[src/design/alusf_pkg.sv]
// Shared types and operation codes for the 6502 binary-mode ALU pipeline.
package alusf_pkg;

    typedef enum logic [4:0] {
        OP_ADC  = 5'd0,
        OP_SBC  = 5'd1,
        OP_AND  = 5'd2,
        OP_OR   = 5'd3,
        OP_XOR  = 5'd4,
        OP_CMP  = 5'd5,
        OP_INCM = 5'd6,
        OP_DECM = 5'd7,
        OP_INCR = 5'd8,
        OP_DECR = 5'd9,
        OP_ASL  = 5'd10,
        OP_ROL  = 5'd11,
        OP_LSR  = 5'd12,
        OP_ROR  = 5'd13,
        OP_BIT  = 5'd14,
        OP_SLO  = 5'd15,
        OP_RLA  = 5'd16,
        OP_SRE  = 5'd17,
        OP_RRA  = 5'd18,
        OP_DCP  = 5'd19,
        OP_ISC  = 5'd20,
        OP_ANC  = 5'd21,
        OP_ALR  = 5'd22,
        OP_PASS = 5'd23
    } op_t;

    localparam int FLAG_C_BIT = 0;
    localparam int FLAG_Z_BIT = 1;
    localparam int FLAG_V_BIT = 6;
    localparam int FLAG_N_BIT = 7;

    typedef struct packed {
        op_t        op;
        logic [7:0] reg_value;
        logic [7:0] mem_value;
        logic [7:0] status_in;
    } in_item_t;

    typedef struct packed {
        op_t        op;
        logic [7:0] reg_value;
        logic [7:0] mem_value;
        logic [7:0] status_in;
        logic [7:0] mem_mod;
        logic       carry;
    } prep_t;

    typedef struct packed {
        logic upd_nz;
        logic upd_c;
        logic upd_v;
        logic n_from_mem;
        logic n_alt;
        logic c_new;
        logic v_new;
    } flag_ctl_t;

    typedef struct packed {
        logic [7:0] reg_result;
        logic [7:0] mem_result;
        logic [7:0] status_in;
        logic [7:0] nz_value;
        flag_ctl_t  ctl;
    } exec_t;

    typedef struct packed {
        logic [7:0] reg_result;
        logic [7:0] mem_result;
        logic [7:0] status_out;
    } out_item_t;

endpackage

[src/design/alusf_prep.sv]
// Stage 1: memory operand modify (inc, dec, shift, rotate) and carry-in selection.
module alusf_prep
(
    input  logic              clk,
    input  logic              rst_n,
    input  logic              in_valid,
    output logic              in_ready,
    input  alusf_pkg::in_item_t in_data,
    output logic              out_valid,
    input  logic              out_ready,
    output alusf_pkg::prep_t  out_data
);

    logic             valid_reg;
    logic             valid_next;
    alusf_pkg::prep_t data_reg;
    alusf_pkg::prep_t data_next;
    logic [7:0]       m;
    logic             cin;

    assign in_ready  = !valid_reg || out_ready;
    assign out_valid = valid_reg;
    assign out_data  = data_reg;
    assign m         = in_data.mem_value;
    assign cin       = in_data.status_in[alusf_pkg::FLAG_C_BIT];

    always_comb
    begin
        data_next.op        = in_data.op;
        data_next.reg_value = in_data.reg_value;
        data_next.mem_value = in_data.mem_value;
        data_next.status_in = in_data.status_in;
        data_next.mem_mod   = m;
        data_next.carry     = cin;
        case (in_data.op)
            alusf_pkg::OP_INCM, alusf_pkg::OP_ISC:
            begin
                data_next.mem_mod = m + 8'd1;
            end
            alusf_pkg::OP_DECM, alusf_pkg::OP_DCP:
            begin
                data_next.mem_mod = m - 8'd1;
            end
            alusf_pkg::OP_ASL, alusf_pkg::OP_SLO:
            begin
                data_next.mem_mod = {m[6:0], 1'b0};
                data_next.carry   = m[7];
            end
            alusf_pkg::OP_ROL, alusf_pkg::OP_RLA:
            begin
                data_next.mem_mod = {m[6:0], cin};
                data_next.carry   = m[7];
            end
            alusf_pkg::OP_LSR, alusf_pkg::OP_SRE:
            begin
                data_next.mem_mod = {1'b0, m[7:1]};
                data_next.carry   = m[0];
            end
            alusf_pkg::OP_ROR, alusf_pkg::OP_RRA:
            begin
                data_next.mem_mod = {cin, m[7:1]};
                data_next.carry   = m[0];
            end
            default:
            begin
                data_next.mem_mod = m;
            end
        endcase
    end

    assign valid_next = in_ready ? in_valid : valid_reg;

    always_ff @(posedge clk or negedge rst_n)
    begin
        if (!rst_n)
        begin
            valid_reg <= 1'b0;
        end
        else
        begin
            valid_reg <= valid_next;
        end
    end

    always_ff @(posedge clk)
    begin
        if (in_ready && in_valid)
        begin
            data_reg <= data_next;
        end
    end

endmodule

[src/design/alusf_exec.sv]
// Stage 2: shared 8-bit adder, logic ops and per-operation flag selection.
module alusf_exec
(
    input  logic             clk,
    input  logic             rst_n,
    input  logic             in_valid,
    output logic             in_ready,
    input  alusf_pkg::prep_t in_data,
    output logic             out_valid,
    input  logic             out_ready,
    output alusf_pkg::exec_t out_data
);

    logic             valid_reg;
    logic             valid_next;
    alusf_pkg::exec_t data_reg;
    alusf_pkg::exec_t data_next;
    logic [7:0]       a;
    logic [7:0]       m;
    logic [7:0]       rm;
    logic [7:0]       y;
    logic             ci;
    logic [8:0]       sum;
    logic [7:0]       res;
    logic             ov;
    logic [7:0]       am;

    assign in_ready  = !valid_reg || out_ready;
    assign out_valid = valid_reg;
    assign out_data  = data_reg;
    assign a         = in_data.reg_value;
    assign m         = in_data.mem_value;
    assign rm        = in_data.mem_mod;
    assign am        = a & m;

    always_comb
    begin
        y  = m;
        ci = in_data.carry;
        case (in_data.op)
            alusf_pkg::OP_SBC:
            begin
                y = ~m;
            end
            alusf_pkg::OP_CMP:
            begin
                y  = ~m;
                ci = 1'b1;
            end
            alusf_pkg::OP_INCR:
            begin
                y  = 8'h00;
                ci = 1'b1;
            end
            alusf_pkg::OP_DECR:
            begin
                y  = 8'hFF;
                ci = 1'b0;
            end
            alusf_pkg::OP_RRA:
            begin
                y = rm;
            end
            alusf_pkg::OP_DCP:
            begin
                y  = ~rm;
                ci = 1'b1;
            end
            alusf_pkg::OP_ISC:
            begin
                y = ~rm;
            end
            default:
            begin
                y = m;
            end
        endcase
    end

    assign sum = {1'b0, a} + {1'b0, y} + {8'd0, ci};
    assign res = sum[7:0];
    assign ov  = ((a[7] ^ res[7]) & (y[7] ^ res[7]));

    always_comb
    begin
        data_next.reg_result     = a;
        data_next.mem_result     = rm;
        data_next.status_in      = in_data.status_in;
        data_next.nz_value       = a;
        data_next.ctl.upd_nz     = 1'b0;
        data_next.ctl.upd_c      = 1'b0;
        data_next.ctl.upd_v      = 1'b0;
        data_next.ctl.n_from_mem = 1'b0;
        data_next.ctl.n_alt      = m[7];
        data_next.ctl.c_new      = in_data.carry;
        data_next.ctl.v_new      = ov;
        case (in_data.op)
            alusf_pkg::OP_ADC, alusf_pkg::OP_SBC, alusf_pkg::OP_RRA, alusf_pkg::OP_ISC:
            begin
                data_next.reg_result = res;
                data_next.nz_value   = res;
                data_next.ctl.c_new  = sum[8];
                data_next.ctl.upd_nz = 1'b1;
                data_next.ctl.upd_c  = 1'b1;
                data_next.ctl.upd_v  = 1'b1;
            end
            alusf_pkg::OP_AND:
            begin
                data_next.reg_result = am;
                data_next.nz_value   = am;
                data_next.ctl.upd_nz = 1'b1;
            end
            alusf_pkg::OP_OR:
            begin
                data_next.reg_result = a | m;
                data_next.nz_value   = a | m;
                data_next.ctl.upd_nz = 1'b1;
            end
            alusf_pkg::OP_XOR:
            begin
                data_next.reg_result = a ^ m;
                data_next.nz_value   = a ^ m;
                data_next.ctl.upd_nz = 1'b1;
            end
            alusf_pkg::OP_CMP, alusf_pkg::OP_DCP:
            begin
                data_next.nz_value   = res;
                data_next.ctl.c_new  = sum[8];
                data_next.ctl.upd_nz = 1'b1;
                data_next.ctl.upd_c  = 1'b1;
            end
            alusf_pkg::OP_INCM, alusf_pkg::OP_DECM:
            begin
                data_next.nz_value   = rm;
                data_next.ctl.upd_nz = 1'b1;
            end
            alusf_pkg::OP_INCR, alusf_pkg::OP_DECR:
            begin
                data_next.reg_result = res;
                data_next.nz_value   = res;
                data_next.ctl.upd_nz = 1'b1;
            end
            alusf_pkg::OP_ASL, alusf_pkg::OP_ROL, alusf_pkg::OP_LSR, alusf_pkg::OP_ROR:
            begin
                data_next.nz_value   = rm;
                data_next.ctl.upd_nz = 1'b1;
                data_next.ctl.upd_c  = 1'b1;
            end
            alusf_pkg::OP_BIT:
            begin
                data_next.nz_value       = am;
                data_next.ctl.n_from_mem = 1'b1;
                data_next.ctl.v_new      = m[6];
                data_next.ctl.upd_nz     = 1'b1;
                data_next.ctl.upd_v      = 1'b1;
            end
            alusf_pkg::OP_SLO:
            begin
                data_next.reg_result = a | rm;
                data_next.nz_value   = a | rm;
                data_next.ctl.upd_nz = 1'b1;
                data_next.ctl.upd_c  = 1'b1;
            end
            alusf_pkg::OP_RLA:
            begin
                data_next.reg_result = a & rm;
                data_next.nz_value   = a & rm;
                data_next.ctl.upd_nz = 1'b1;
                data_next.ctl.upd_c  = 1'b1;
            end
            alusf_pkg::OP_SRE:
            begin
                data_next.reg_result = a ^ rm;
                data_next.nz_value   = a ^ rm;
                data_next.ctl.upd_nz = 1'b1;
                data_next.ctl.upd_c  = 1'b1;
            end
            alusf_pkg::OP_ANC:
            begin
                data_next.reg_result = am;
                data_next.nz_value   = am;
                data_next.ctl.c_new  = am[7];
                data_next.ctl.upd_nz = 1'b1;
                data_next.ctl.upd_c  = 1'b1;
            end
            alusf_pkg::OP_ALR:
            begin
                data_next.reg_result = {1'b0, am[7:1]};
                data_next.nz_value   = {1'b0, am[7:1]};
                data_next.ctl.c_new  = am[0];
                data_next.ctl.upd_nz = 1'b1;
                data_next.ctl.upd_c  = 1'b1;
            end
            default:
            begin
                data_next.reg_result = a;
            end
        endcase
    end

    assign valid_next = in_ready ? in_valid : valid_reg;

    always_ff @(posedge clk or negedge rst_n)
    begin
        if (!rst_n)
        begin
            valid_reg <= 1'b0;
        end
        else
        begin
            valid_reg <= valid_next;
        end
    end

    always_ff @(posedge clk)
    begin
        if (in_ready && in_valid)
        begin
            data_reg <= data_next;
        end
    end

endmodule

[src/design/alusf_flags.sv]
// Stage 3: status byte assembly and output register.
module alusf_flags
(
    input  logic                clk,
    input  logic                rst_n,
    input  logic                in_valid,
    output logic                in_ready,
    input  alusf_pkg::exec_t    in_data,
    output logic                out_valid,
    input  logic                out_ready,
    output alusf_pkg::out_item_t out_data
);

    logic                 valid_reg;
    logic                 valid_next;
    alusf_pkg::out_item_t data_reg;
    alusf_pkg::out_item_t data_next;
    logic [7:0]           st;

    assign in_ready  = !valid_reg || out_ready;
    assign out_valid = valid_reg;
    assign out_data  = data_reg;

    always_comb
    begin
        st = in_data.status_in;
        if (in_data.ctl.upd_nz)
        begin
            st[alusf_pkg::FLAG_N_BIT] = in_data.ctl.n_from_mem ? in_data.ctl.n_alt
                                                               : in_data.nz_value[7];
            st[alusf_pkg::FLAG_Z_BIT] = (in_data.nz_value == 8'h00);
        end
        if (in_data.ctl.upd_c)
        begin
            st[alusf_pkg::FLAG_C_BIT] = in_data.ctl.c_new;
        end
        if (in_data.ctl.upd_v)
        begin
            st[alusf_pkg::FLAG_V_BIT] = in_data.ctl.v_new;
        end
        data_next.reg_result = in_data.reg_result;
        data_next.mem_result = in_data.mem_result;
        data_next.status_out = st;
    end

    assign valid_next = in_ready ? in_valid : valid_reg;

    always_ff @(posedge clk or negedge rst_n)
    begin
        if (!rst_n)
        begin
            valid_reg <= 1'b0;
        end
        else
        begin
            valid_reg <= valid_next;
        end
    end

    always_ff @(posedge clk)
    begin
        if (in_ready && in_valid)
        begin
            data_reg <= data_next;
        end
    end

endmodule

[src/design/alu_with_status_flags.sv]
// Top level of the 6502 binary-mode ALU: three-stage pipeline with status flags.
//
//  channel  | direction | payload
//  s_axis   | in        | operation, reg_value, mem_value, status_in
//  m_axis   | out       | reg_result, mem_result, status_out
//
//  One transaction per cycle while m_axis_tready is high; each stage registers it in turn.
//  Stages: operand modify, adder and logic, status assembly with output register.
//  Each stage holds its own valid bit and advances when empty or when the next stage takes it.
//  rst_n clears all valid bits asynchronously; payload registers are not reset.
//  With m_axis_tready low, up to three transactions are held and s_axis_tready drops.
module alu_with_status_flags
(
    input  logic        clk,
    input  logic        rst_n,
    input  logic        s_axis_tvalid,
    output logic        s_axis_tready,
    input  logic [31:0] s_axis_tdata,  // operation[4:0], reg_value[12:5], mem_value[20:13],
                                       // status_in[28:21], zero[31:29]
    output logic        m_axis_tvalid,
    input  logic        m_axis_tready,
    output logic [23:0] m_axis_tdata   // reg_result[7:0], mem_result[15:8], status_out[23:16]
);

    alusf_pkg::in_item_t  in_item;
    alusf_pkg::prep_t     prep_data;
    alusf_pkg::exec_t     exec_data;
    alusf_pkg::out_item_t out_item;
    logic                 prep_valid;
    logic                 prep_ready;
    logic                 exec_valid;
    logic                 exec_ready;

    assign in_item.op        = alusf_pkg::op_t'(s_axis_tdata[4:0]);
    assign in_item.reg_value = s_axis_tdata[12:5];
    assign in_item.mem_value = s_axis_tdata[20:13];
    assign in_item.status_in = s_axis_tdata[28:21];

    alusf_prep u_prep
    (
        .clk       (clk),
        .rst_n     (rst_n),
        .in_valid  (s_axis_tvalid),
        .in_ready  (s_axis_tready),
        .in_data   (in_item),
        .out_valid (prep_valid),
        .out_ready (prep_ready),
        .out_data  (prep_data)
    );

    alusf_exec u_exec
    (
        .clk       (clk),
        .rst_n     (rst_n),
        .in_valid  (prep_valid),
        .in_ready  (prep_ready),
        .in_data   (prep_data),
        .out_valid (exec_valid),
        .out_ready (exec_ready),
        .out_data  (exec_data)
    );

    alusf_flags u_flags
    (
        .clk       (clk),
        .rst_n     (rst_n),
        .in_valid  (exec_valid),
        .in_ready  (exec_ready),
        .in_data   (exec_data),
        .out_valid (m_axis_tvalid),
        .out_ready (m_axis_tready),
        .out_data  (out_item)
    );

    assign m_axis_tdata = {out_item.status_out, out_item.mem_result, out_item.reg_result};

    a_ready_when_out_empty: assert property (@(posedge clk) disable iff (!rst_n)
        !m_axis_tvalid |-> s_axis_tready)
        else $error("input stalled with empty output stage");

    a_out_from_exec: assert property (@(posedge clk) disable iff (!rst_n)
        $rose(m_axis_tvalid) |-> $past(exec_valid))
        else $error("output became valid without an execute-stage transaction");

    a_full_stall: assert property (@(posedge clk) disable iff (!rst_n)
        (prep_valid && exec_valid && m_axis_tvalid && !m_axis_tready) |-> !s_axis_tready)
        else $error("input accepted while pipeline is full and stalled");

endmodule

[config.mk]
export PLATFORM = sky130hd
export DESIGN_NAME = alu_with_status_flags
export DESIGN_NICKNAME = d
export VERILOG_FILES = /design/src/design/alusf_pkg.sv /design/src/design/alusf_prep.sv /design/src/design/alusf_exec.sv /design/src/design/alusf_flags.sv /design/src/design/alu_with_status_flags.sv
export SDC_FILE = /design/constraint.sdc
export NUM_CORES = 1
export LEC_CHECK = 0
export ABC_CLOCK_PERIOD_IN_PS = 7100
export BUFFER_PORTS_ARGS = -buffer_cell sky130_fd_sc_hd__buf_2
export CAP_MARGIN = 25
export CORE_ASPECT_RATIO = 1.5
export CORE_MARGIN = 2
export CORE_UTILIZATION = 55
export CTS_BUF_LIST = sky130_fd_sc_hd__clkbuf_8
export DETAILED_ROUTE_END_ITERATION = 10
export GPL_ROUTABILITY_DRIVEN = 1
export HOLD_SLACK_MARGIN = 0.06
export PLACE_DENSITY = 0.75
export SYNTH_ARGS = -nofsm -noshare
export SYNTH_HDL_FRONTEND = slang
export SYNTH_HIERARCHICAL = 1
export SYNTH_SLANG_ARGS = --single-unit
[constraint.sdc]
create_clock -name clk -period 7.1 [get_ports clk]
set_input_delay 0.355 -clock clk [delete_from_list [all_inputs] [get_ports clk]]
set_output_delay 0.355 -clock clk [all_outputs]
set_load 0.05 [all_outputs]
# After elaboration in Yosys (flattened, before gate mapping)
# Cells that the tools add are included.
# totals
register_bits,104
in_bits,36
output_inout_bits,26
elab_cells,118
# classes
n_addsub,4
n_eq_ne,34
mux,16
bitwise_logic,11
n_reduce_logical,30
# op_table
cell,count
9-bit one-hot mux with 9 select lines,1
"5-bit by 4-bit equality test with 1-bit output, second input constant",13
8-bit one-hot mux with 8 select lines,1
"5-bit equality test, second input constant",12
8-bit one-hot mux with 6 select lines,1
8-bit one-hot mux with 5 select lines,1
"5-bit by 3-bit equality test with 1-bit output, second input constant",6
2-bit OR reduction,9
6-bit OR reduction,3
8-bit AND,2
8-bit inverter,2
8-bit bitwise OR,2
8-bit bitwise XOR,2
15-bit OR reduction,1
"5-bit by 2-bit equality test with 1-bit output, second input constant",2
8-bit by 8-bit adder with 9-bit output,1
9-bit by 1-bit adder with 9-bit output,1
1-bit two-way mux,9
"8-bit by 1-bit adder with 8-bit output, second input constant",1
8-bit logical NOT,1
4-bit OR reduction,2
8-bit OR reduction,1
"8-bit by 1-bit subtractor with 8-bit output, second input constant",1
3-bit OR reduction,2
10 further kinds,18

# Depth between registers and ports, before layout
# logic_depth
depth_word,8
depth_mapped,16
mapped_depth_nobuf,14

# Modules after synthesis
# The synthesis kept the hierarchy.
# modules_own_cells
mod,instances,cells_each,area_each_um2,seq_area_each_um2
alusf_exec,1,368,3469.6,1196.1
alusf_prep,1,135,1905.6,1166.1
alusf_flags,1,37,839.6,745.7

# Least setup slack after synthesis
# Ideal clock, no wire load.
# synth_timing
path_type,register to register
from,register u_prep.data_reg (netlist bit u_prep/out_data[35])
to,"register u_exec.data_reg (netlist bit u_exec/out_data[37]), data pin"
setup_time_ns,0.259
t_arrival_ns,3.427
required_time_ns,6.841
path_slack_ns,3.415
stages_incl_launch_ff,14
path_buffers,2
synth_period_minus_slack_ns,3.685
path_cell_list,edfxtp_1 -> buf_6 -> nand2b_2 -> o31ai_2 -> clkbuf_1 -> a21oi_1 -> fa_1 -> fa_1 -> a21o_1 -> a21oi_1 -> nor2b_1 -> o22ai_1 -> xnor2_1 -> a211o_1
# synth_rtl
element,line,rtl
"start, declared",alusf_prep.sv:16,alusf_pkg::prep_t data_reg;
"start signal, assigned",alusf_prep.sv:89,data_reg <= data_next;
"end signal, assigned",alusf_exec.sv:219,data_reg <= data_next;
"end, declared",alusf_exec.sv:16,alusf_pkg::exec_t data_reg;

==> out/results.tsv <==
stage	metric	value	unit
status	status	finished clean	
drt	vias	4671	
synthesis	Yosys Warn Count	6	
setup_path	peak fanout along the critical path	29	
timing	Final min period	4640	ps
floorplan	Rows	47	
finish	Post-Layout Cell Count	743	
drt	drc violations	0	
drt	final wirelength	14200	um
power_and_ir_drop	VDD IR-drop max	0.0000900	V
finish	Layout area overhead	10.2	%
timing	RSZ-0062 raised after global routing	no	
timing	pins over their slew limit	0	
synthesis	mapped cell area	6210	sq um
clock_tree	post-CTS setup buffers	0	
global_route	GRT overflow	0	
timing	final setup fails	0	
min_path	HP Class	primary input to flip-flop	
timing	Tightest Pin Transition	1050	ps
clock_tree	maximum root-to-sink buffer count	2	
placement	pre-CTS WS	2380	ps
global_route	GR Util met2	41.9	%
global_route	first-pass GRT wire length	22300	um
synthesis	Adder-Cell Fraction of Synth Area	10.2	%
synthesis	simple-gate share of the synthesized area	12.4	%
setup_path	Startpoint Class	flip-flop	
global_route	vias in the first global route	4508	
finish	share of cells above drive strength 1	18.0	%
drt	DR WL/cell	19.1	um
drt	antenna-violating nets left	0	
synthesis	complex-gate fraction of the synthesized area	19.7	%
synthesis	Mean Syn Cell Area	11.5	sq um
synthesis	sequential share of the synthesized area	50.0	%
timing	Final Hold Viols	0	
clock_tree	clock transition at the registers of the reported paths	110	ps
setup_path	class of the most critical setup path	flip-flop to flip-flop	
synthesis	number of synthesized flops with an enable pin	101	
synthesis	post-synthesis mux area share	1.35	%
synthesis	Netlist cell types	78	
synthesis	XOR/XNOR share of the synthesized area	1.83	%
clock_tree	H-Tree Depth	3	
global_route	initial antenna violation count	0	
clock_tree	Root Driver	clkbuf_8	
synthesis	main combinational cell family by area after synthesis	compound AO/OA/AOI/OAI gates	
drt	First DRT Iteration DRCs	426	
floorplan	I/O pin total	62	
setup_path	Req. time, crit path	7220	ps
global_route	met3 Track Usage GR	4.44	%
global_route	global route hottest layer	met2	
job	max_cap viols	0	
finish	nets	676	
synthesis	Yosys reg bits	104	
setup_path	Worst setup EP type	flip-flop	
timing	setup_tns	0	ps
clock_tree	insertion delay to the later sink of the worst-skew pair	390	ps
floorplan	die height	134	um
finish	fin util	61.9	%
clock_tree	Num CTS Buffers	9	
floorplan	Initial Util	56.2	%
global_route	GRT Overall Usage	23.5	%
global_route	global routing usage on met1	26.5	%
placement	I/O Buffers	58	
power_and_ir_drop	Power per Cell Area	231	nW/um^2
timing	max frequency	0.216	GHz
drt	Via density	6.29	
timing	Fin Hold WS	133	ps
placement	post-DP HPWL	10400	um
synthesis	Synthesized Nets	625	
synthesis	Post-synth top flop	edfxtp_1	
global_route	largest net degree at the start of global routing	40	
timing	Layout Skew	12.9	ps
drt	1st-pass router iterations	7	
power_and_ir_drop	Final Total Pwr	1.58	mW
timing	final setup margin	2460	ps
clock_tree	Sink Count	104	
finish	design area	6850	sq um
finish	Ant. Diodes	0	
floorplan	core area	11100	sq um
floorplan	Die ar.	12200	sq um
setup_path	Crit path arrival time	4760	ps
timing	period utilisation layout	65.3	%
power_and_ir_drop	Leak	2.68	nW
placement	dpl cell area	6560	sq um
placement	Inst Count DP	723	
clock_tree	CTS tree	built	
synthesis	ys async rst share	2.88	%
placement	GP Congestion	0.970	
synthesis	Synth Instances	540	
floorplan	die width	90.8	um
timing	Max-slew headroom	30.0	%
==> cell type report <==
type / count / area, sq um
fill: 916 / 4210
sequential: 104 / 3110
multi-input combinational: 378 / 2840
timing repair buffer: 63 / 350
tap: 147 / 184
inverter: 35 / 131
clock buffer: 9 / 124
clock inverter: 7 / 114
==> timing repair <==
item | in CTS | in global routing
gates resized for setup | 0 | 0
endpoints found under the hold margin | 3 | 0
hold buffers | 1 | 0
==> worst max-delay path, cell delays in order, from the launching register on <==
cell      delay [ps]
edfxtp_1        1050
nor2b_1          280
nand3_1          300
o21ai_0          130
a211oi_1         240
a21oi_1          120
fa_1             480
fa_1             440
a21o_1           180
a21oi_1          210
nor2b_1          100
nor4b_1          490
or4_1            210
a41oi_1          130
==> sequential cells by signal, summed over array words and instances (netlist names) <==
signal             count
u_exec/out_data       39
u_prep/out_data       38
u_flags/out_data      24
u_exec/out_valid       1
u_flags/out_valid      1
u_prep/out_valid       1
==> synth_stat cells (9+ instances only) <==
cell type / n / share of area (%)
edfxtp_1: 101 / 49
ha_1: 46 / 9.3
nand2_1: 44 / 2.7
inv_1: 35 / 2.1
nor2_1: 33 / 2.0
a21oi_1: 32 / 2.6
o21ai_0: 19 / 1.5
a211oi_1: 13 / 1.6
a222oi_1: 11 / 1.8
nand2b_1: 11 / 1.1
a22oi_1: 10 / 1.2
o211ai_1: 10 / 1.2
nand3_1: 9 / 0.72
==> where the power goes <==
part | total [mW] | internal [mW] | leakage (nW) | switching, mW
Clock | 0.423 | 0.206 | 0.119 | 0.217
Sequential | 0.804 | 0.758 | 1.01 | 0.0461
Combinational | 0.355 | 0.123 | 1.55 | 0.232
==> routing by layer <==
layer  wire length, um  part of all wire (%)
met4               591                   4.2
met3               699                   4.9
met5                 0                     0
met1              5470                    39
met2              7420                    52
==> cells in the final DEF (no fill, tap or decap), types with 6 or more instances in the layout <==
cell type	count
a21oi_1	32
buf_2	58
xor2_1	7
nor3_1	7
a222oi_1	11
o211ai_1	10
edfxtp_1	101
a211oi_1	13
a31oi_1	6
o21ai_0	19
clkbuf_8	9
nand2b_1	11
nand3_1	9
o22ai_1	7
a22oi_1	10
nand2_1	44
xnor2_1	6
ha_1	46
nor2_1	33
a22o_1	6
inv_1	35
==> cell families (layout without fill, tap and decap cells) <==
family	Yosys count	count (layout)
DFF	104	104
AOI/OAI and AO/OA	166	166
buffers and inverters	58	114
muxes	8	8
adders and majority gates	49	49
and+or+nand+nor	142	142
xor gates and xnor gates	13	13
==> final timing paths <==
check,from,end,slack [ps],depth (start not counted)
max,u_prep/out_data[34],u_exec/out_data[1],2460,13
min,s_axis_tdata[11],u_prep/out_data[31],130,1
max reg2reg,u_prep/out_data[34],u_exec/out_data[1],2460,13
min reg2reg,u_exec/out_data[33],u_flags/out_data[18],430,0
max in group asynchronous,rst_n,u_exec/out_valid,6710,2
min in group asynchronous,rst_n,u_flags/out_valid,280,2
(Power assumes the default switching activity.)
